## src/rtl/rau_pkg.sv

```systemverilog
// ---------------------------------------------------------------------------
// rau_pkg: shared types and constants of the rational arithmetic unit
// Operation codes, controller state encoding and command/status structs.
// ---------------------------------------------------------------------------
`default_nettype none
package rau_pkg;

    typedef enum logic [2:0] {
        OP_ADD = 3'd0,
        OP_SUB = 3'd1,
        OP_MUL = 3'd2,
        OP_DIV = 3'd3,
        OP_CMP = 3'd4
    } op_t;

    typedef enum logic [7:0] {
        ST_IDLE  = 8'b0000_0001,
        ST_PROD  = 8'b0000_0010,
        ST_SUM   = 8'b0000_0100,
        ST_GINIT = 8'b0000_1000,
        ST_GCD   = 8'b0001_0000,
        ST_DINIT = 8'b0010_0000,
        ST_DIV   = 8'b0100_0000,
        ST_OUT   = 8'b1000_0000
    } state_t;

    // Commands from the controller to the datapath.
    typedef struct packed {
        logic load;      // capture the input word
        logic prod;      // form the cross products
        logic sum;       // combine into numerator and denominator
        logic ginit;     // load the gcd operands
        logic gstep;     // one binary gcd step
        logic dinit;     // load both dividers
        logic dstep;     // one restoring division step on both
        logic outld;     // load the output register
    } cmd_t;

    // Status from the datapath to the controller.
    typedef struct packed {
        logic gdone;     // gcd finished
        logic ddone;     // divisions finished
        logic zero;      // zero numerator, compare or bad op; no reduction
    } sts_t;

endpackage
`default_nettype wire

```

## src/rtl/rau_ctrl.sv

```systemverilog
// ---------------------------------------------------------------------------
// rau_ctrl: sequencing controller
// Steps one item through products, gcd search, division and output.
// ---------------------------------------------------------------------------
`default_nettype none
module rau_ctrl (
    input  wire                 aclk,
    input  wire                 aresetn,
    input  wire                 in_valid,
    output logic                in_ready,
    output logic                out_valid,
    input  wire                 out_ready,
    input  rau_pkg::sts_t       sts,
    output rau_pkg::cmd_t       cmd
);
    rau_pkg::state_t state_reg, state_next;
    logic            ov_reg, ov_next;

    always_comb begin
        state_next = state_reg;
        ov_next    = ov_reg;
        cmd        = '0;
        if (ov_reg && out_ready) begin
            ov_next = 1'b0;
        end
        case (state_reg)
            rau_pkg::ST_IDLE: begin
                if (in_valid) begin
                    cmd.load   = 1'b1;
                    state_next = rau_pkg::ST_PROD;
                end
            end
            rau_pkg::ST_PROD: begin
                cmd.prod   = 1'b1;
                state_next = rau_pkg::ST_SUM;
            end
            rau_pkg::ST_SUM: begin
                cmd.sum    = 1'b1;
                state_next = rau_pkg::ST_GINIT;
            end
            rau_pkg::ST_GINIT: begin
                cmd.ginit  = 1'b1;
                state_next = sts.zero ? rau_pkg::ST_OUT : rau_pkg::ST_GCD;
            end
            rau_pkg::ST_GCD: begin
                cmd.gstep = 1'b1;
                if (sts.gdone) begin
                    state_next = rau_pkg::ST_DINIT;
                end
            end
            rau_pkg::ST_DINIT: begin
                cmd.dinit  = 1'b1;
                state_next = rau_pkg::ST_DIV;
            end
            rau_pkg::ST_DIV: begin
                cmd.dstep = 1'b1;
                if (sts.ddone) begin
                    state_next = rau_pkg::ST_OUT;
                end
            end
            rau_pkg::ST_OUT: begin
                if (!ov_reg || out_ready) begin
                    cmd.outld  = 1'b1;
                    ov_next    = 1'b1;
                    state_next = rau_pkg::ST_IDLE;
                end
            end
            default: state_next = rau_pkg::ST_IDLE;
        endcase
    end

    assign in_ready  = (state_reg == rau_pkg::ST_IDLE);
    assign out_valid = ov_reg;

    always_ff @(posedge aclk) begin
        if (!aresetn) begin
            state_reg <= rau_pkg::ST_IDLE;
            ov_reg    <= 1'b0;
        end else begin
            state_reg <= state_next;
            ov_reg    <= ov_next;
        end
    end

    a_onehot: assert property (@(posedge aclk) disable iff (!aresetn) $onehot(state_reg))
        else $error("controller state not one-hot");
    a_outld: assert property (@(posedge aclk) disable iff (!aresetn)
        cmd.outld |=> ov_reg) else $error("result not presented");
    a_hold: assert property (@(posedge aclk) disable iff (!aresetn)
        (ov_reg && !out_ready && state_reg != rau_pkg::ST_OUT) |=> ov_reg)
        else $error("result dropped");
endmodule
`default_nettype wire

```

## config.mk

```make
export PLATFORM = sky130hd
export DESIGN_NAME = rau_ctrl
export DESIGN_NICKNAME = d
export VERILOG_FILES = /design/src/rtl/rau_pkg.sv /design/src/rtl/rau_ctrl.sv
export SDC_FILE = /design/constraint.sdc
export NUM_CORES = 1
export LEC_CHECK = 0
export ABC_AREA = 1
export BUFFER_PORTS_ARGS = -buffer_cell sky130_fd_sc_hd__buf_2
export CAP_MARGIN = 20
export CORE_AREA = 5 5 42 44
export CTS_BUF_LIST = sky130_fd_sc_hd__clkbuf_16
export DETAILED_ROUTE_END_ITERATION = 10
export DIE_AREA = 0 0 47 49
export GPL_ROUTABILITY_DRIVEN = 0
export PLACE_DENSITY = 0.72
export SYNTH_ARGS = -nofsm -noshare
export SYNTH_HDL_FRONTEND = slang
export SYNTH_SLANG_ARGS = --single-unit
```

## constraint.sdc

```tcl
create_clock -name aclk -period 1.4 [get_ports aclk]
set_input_delay 0.35 -clock aclk [delete_from_list [all_inputs] [get_ports aclk]]
set_output_delay 0.35 -clock aclk [all_outputs]
set_load 0.005 [all_outputs]
```

==> flow_metrics.py <==
metrics = {
    "logic_synthesis": {
        "syn_area_per_cell_um2": 6.737,
        "synth_seq_cells": 9,
        "ys_types": 17,
        "netlist_area_um2": 613.1,
        "ys_seq_area_share_pct": 29.39,
        "yosysTopAreaCell": "dfxtp_1",
        "synth.area.top_cells": "dfxtp_1 29%, inv_1 12%, nor2_1 8.6%",
        "synthCells": 91,
        "synth_top_area_share_pct": 29.39,
        "yosysWarnings": 0,
        "syn_nets": 98,
    },
    "sta": {
        "relSlewSlack_pct": 81.00,
        "hold_viol_final": 0,
        "fmax_mhz": 660.1,
        "layout_setup_ws_ns": -0.1149,
        "setup_viol": 9,
        "drv_slew": 0,
        "fin_crit_ns": 1.515,
        "skew_ns": 0.001245,
        "worst_pin_slew_ns": 0.2839,
        "rsz0062_at_grt": "true",
        "fin_hold_ws_ns": 0.3537,
        "tns_ns": -0.7050,
        "period_share_pct": 108.2,
    },
    "critical_path": {
        "max_stage_delay_ns": 0.33,
        "ff2ff_path_depth": 10,
        "end_kind": "primary output",
        "cp.arrival_ns": 1.16,
        "critical_path_class": "flop to primary output",
        "path_max_fanout": 3,
        "crit_required_ns": 1.05,
        "crit_slowest_cell": "dfxtp_2",
        "start_kind": "flop",
        "crit_chain": "inv_1 > nand2_1 > nor2_4 > nand2_4 > nor2_2 > buf_2",
        "r2r-start": "state_reg[0]$_SDFFE_PN1P_",
        "r2r_slack_ns": 0,
        "reg2reg_to": "state_reg[7]$_SDFFE_PN0P_",
    },
    "global_route": {
        "grt_pass1_wl_mm": 2.829,
        "antenna_found_initial": 0,
        "grt-ovfl-total": 0,
        "grtUsageTotal_pct": 16.56,
        "grt_max_degree": 6,
        "first_global_vias": 673,
    },
    "cells_and_area": {
        "final_common_cell": "buf_4",
        "drive_above_1_share_pct": 63.08,
        "layout_common_cells": "19 x buf_4, 15 x inv_1, 13 x buf_2",
        "n_fill_cell": 99,
        "diodes": 0,
        "fin_area_um2": 1046,
        "area.growth.synth_to_final_pct": 70.61,
        "largest_reg_flops": 8,
        "nNetsFinal": 138,
    },
    "flow_run": {
        "maxCapViolations": 0,
    },
    "clock_network": {
        "cts_root_buffer": "clkbuf_16",
        "cts_buffers": 3,
        "holdBufCountCts": 0,
        "clock_sinks": 9,
        "htreeDepth": 1,
        "clk_pin_slew_ns": 0.04,
        "cts_tree": "yes",
        "cts_buffer_depth": 2,
        "clk_latency_ns": 0.24,
    },
    "floorplanning": {
        "rows": 14,
        "die_area_um2": 2303,
        "boundaryPins": 17,
        "die_h_um": 49,
        "die_w_um": 47,
        "start_util_pct": 43.75,
        "core-area_um2": 1401,
    },
    "min_path": {
        "hold_path_depth": 2,
        "min_to": "state_reg[0]$_SDFFE_PN1P_",
        "hold_path.class": "input pin to flop",
        "hold_start": "aresetn",
    },
    "place": {
        "port_buffers": 16,
        "dpl_cell_area_um2": 720.7,
        "place_ws_ns": 0.06628,
        "hpwl_mm": 1.059,
    },
    "routing": {
        "via_per_inst": 4.719,
        "drt_iter0_markers": 12,
        "ant_nets": 0,
        "routed_wl_mm": 1.778,
        "vias": 689,
        "wire_per_inst_um": 12.18,
        "route.detailed.drc": 0,
        "dr.pass1.iters": 4,
    },
    "run_status": {
        "status": "complete, but fails checks",
        "violations": "negative setup slack",
    },
    "pwr": {
        "p_total_uw": 1164,
        "leakagePower_uw": 0.0005299,
        "ir_worst_vdd_mv": 1.242,
        "power_density_nw_per_um2": 1113,
    },
}
-- worst max-delay path by stage --
stage	from	to	slack (ns)	cells past startpoint
after global placement	state_reg[4]$_SDFFE_PN0P_	cmd[6]	0.06	6
after global routing	state_reg[0]$_SDFFE_PN1P_	cmd[0]	-0.19	6
after CTS	state_reg[6]$_SDFFE_PN0P_	cmd[7]	-0.11	6
final	state_reg[1]$_SDFFE_PN0P_	cmd[7]	-0.11	6
after floorplan	state_reg[0]$_SDFFE_PN1P_	cmd[0]	0.22	5
after detailed placement	state_reg[4]$_SDFFE_PN0P_	cmd[6]	0.07	6
-- routing by layer --
| metal | vias to the layer above | part of all wire (%) | track usage (%) | wire (um) |
|---|---|---|---|---|
| met1 | 305 | 42 | 21.59 | 741 |
| li1 | 354 | - | - | - |
| met3 | 4 | 6.9 | 3.321 | 123 |
| met4 | 0 | 2.5 | 9.217 | 44 |
| met5 | - | 0 | 0 | 0 |
| met2 | 26 | 49 | 24.43 | 868 |
-- synth_stat cells --
library cell / number
o21ai_1: 1
nand2_1: 13
nor2_4: 3
nand2_4: 1
nand3_4: 2
nor2_2: 5
inv_1: 19
a21oi_2: 1
nand3_2: 2
nand3b_2: 1
nand3_1: 10
inv_4: 1
nor2_1: 14
dfxtp_1: 9
a21oi_1: 3
nand2_2: 4
inv_2: 2
-- repair_timing --
item                                   4_1_cts  5_1_grt
setup endpoints to repair                    9        9
buffers inserted                            11        7
endpoints found under the hold margin        0        0
gates cloned                                 0        0
resized for setup                           22       14
pin swaps                                    9        9
-- critical path, delay by kind of cell (launching register included) --
kind / cells / cell delay (ns)
and+or+nand+nor: 4 / 0.39
DFF: 1 / 0.33
buffers and inverters: 2 / 0.21
-- logic make-up after synthesis --
| group | count (synthesis) | share of synthesized area [%] |
|---|---|---|
| buffers and inverters | 22 | 13.88 |
| AOI/OAI and AO/OA | 5 | 4.693 |
| and+or+nand+nor | 55 | 52.04 |
| DFF | 9 | 29.39 |
-- where the power goes --
group	total (uW)	internal, uW	switching [uW]
sequential	292	273	19.1
combinational	367	183	184
clock	505	374	131
-- stage by stage --
step                util (%)  instances
finish                 74.64        146
global route           74.64        146
CTS                    67.32        139
detailed placement     51.43        124
global placement       51.43        124
floorplan                  -         91
-- cell type report --
cell class                      instances  area, um^2  share of cell area [%]
Multi-Input combinational cell         60       425.4                   40.67
Timing Repair Buffer                   35       241.5                   23.09
Sequential cell                         9       192.7                   18.42
Inverter                               22       87.58                   8.373
Clock buffer                            3       75.07                   7.177
Tap cell                               16       20.02                   1.914
Clock inverter                          1       3.754                  0.3589
Power figures use the tool's default switching activity.
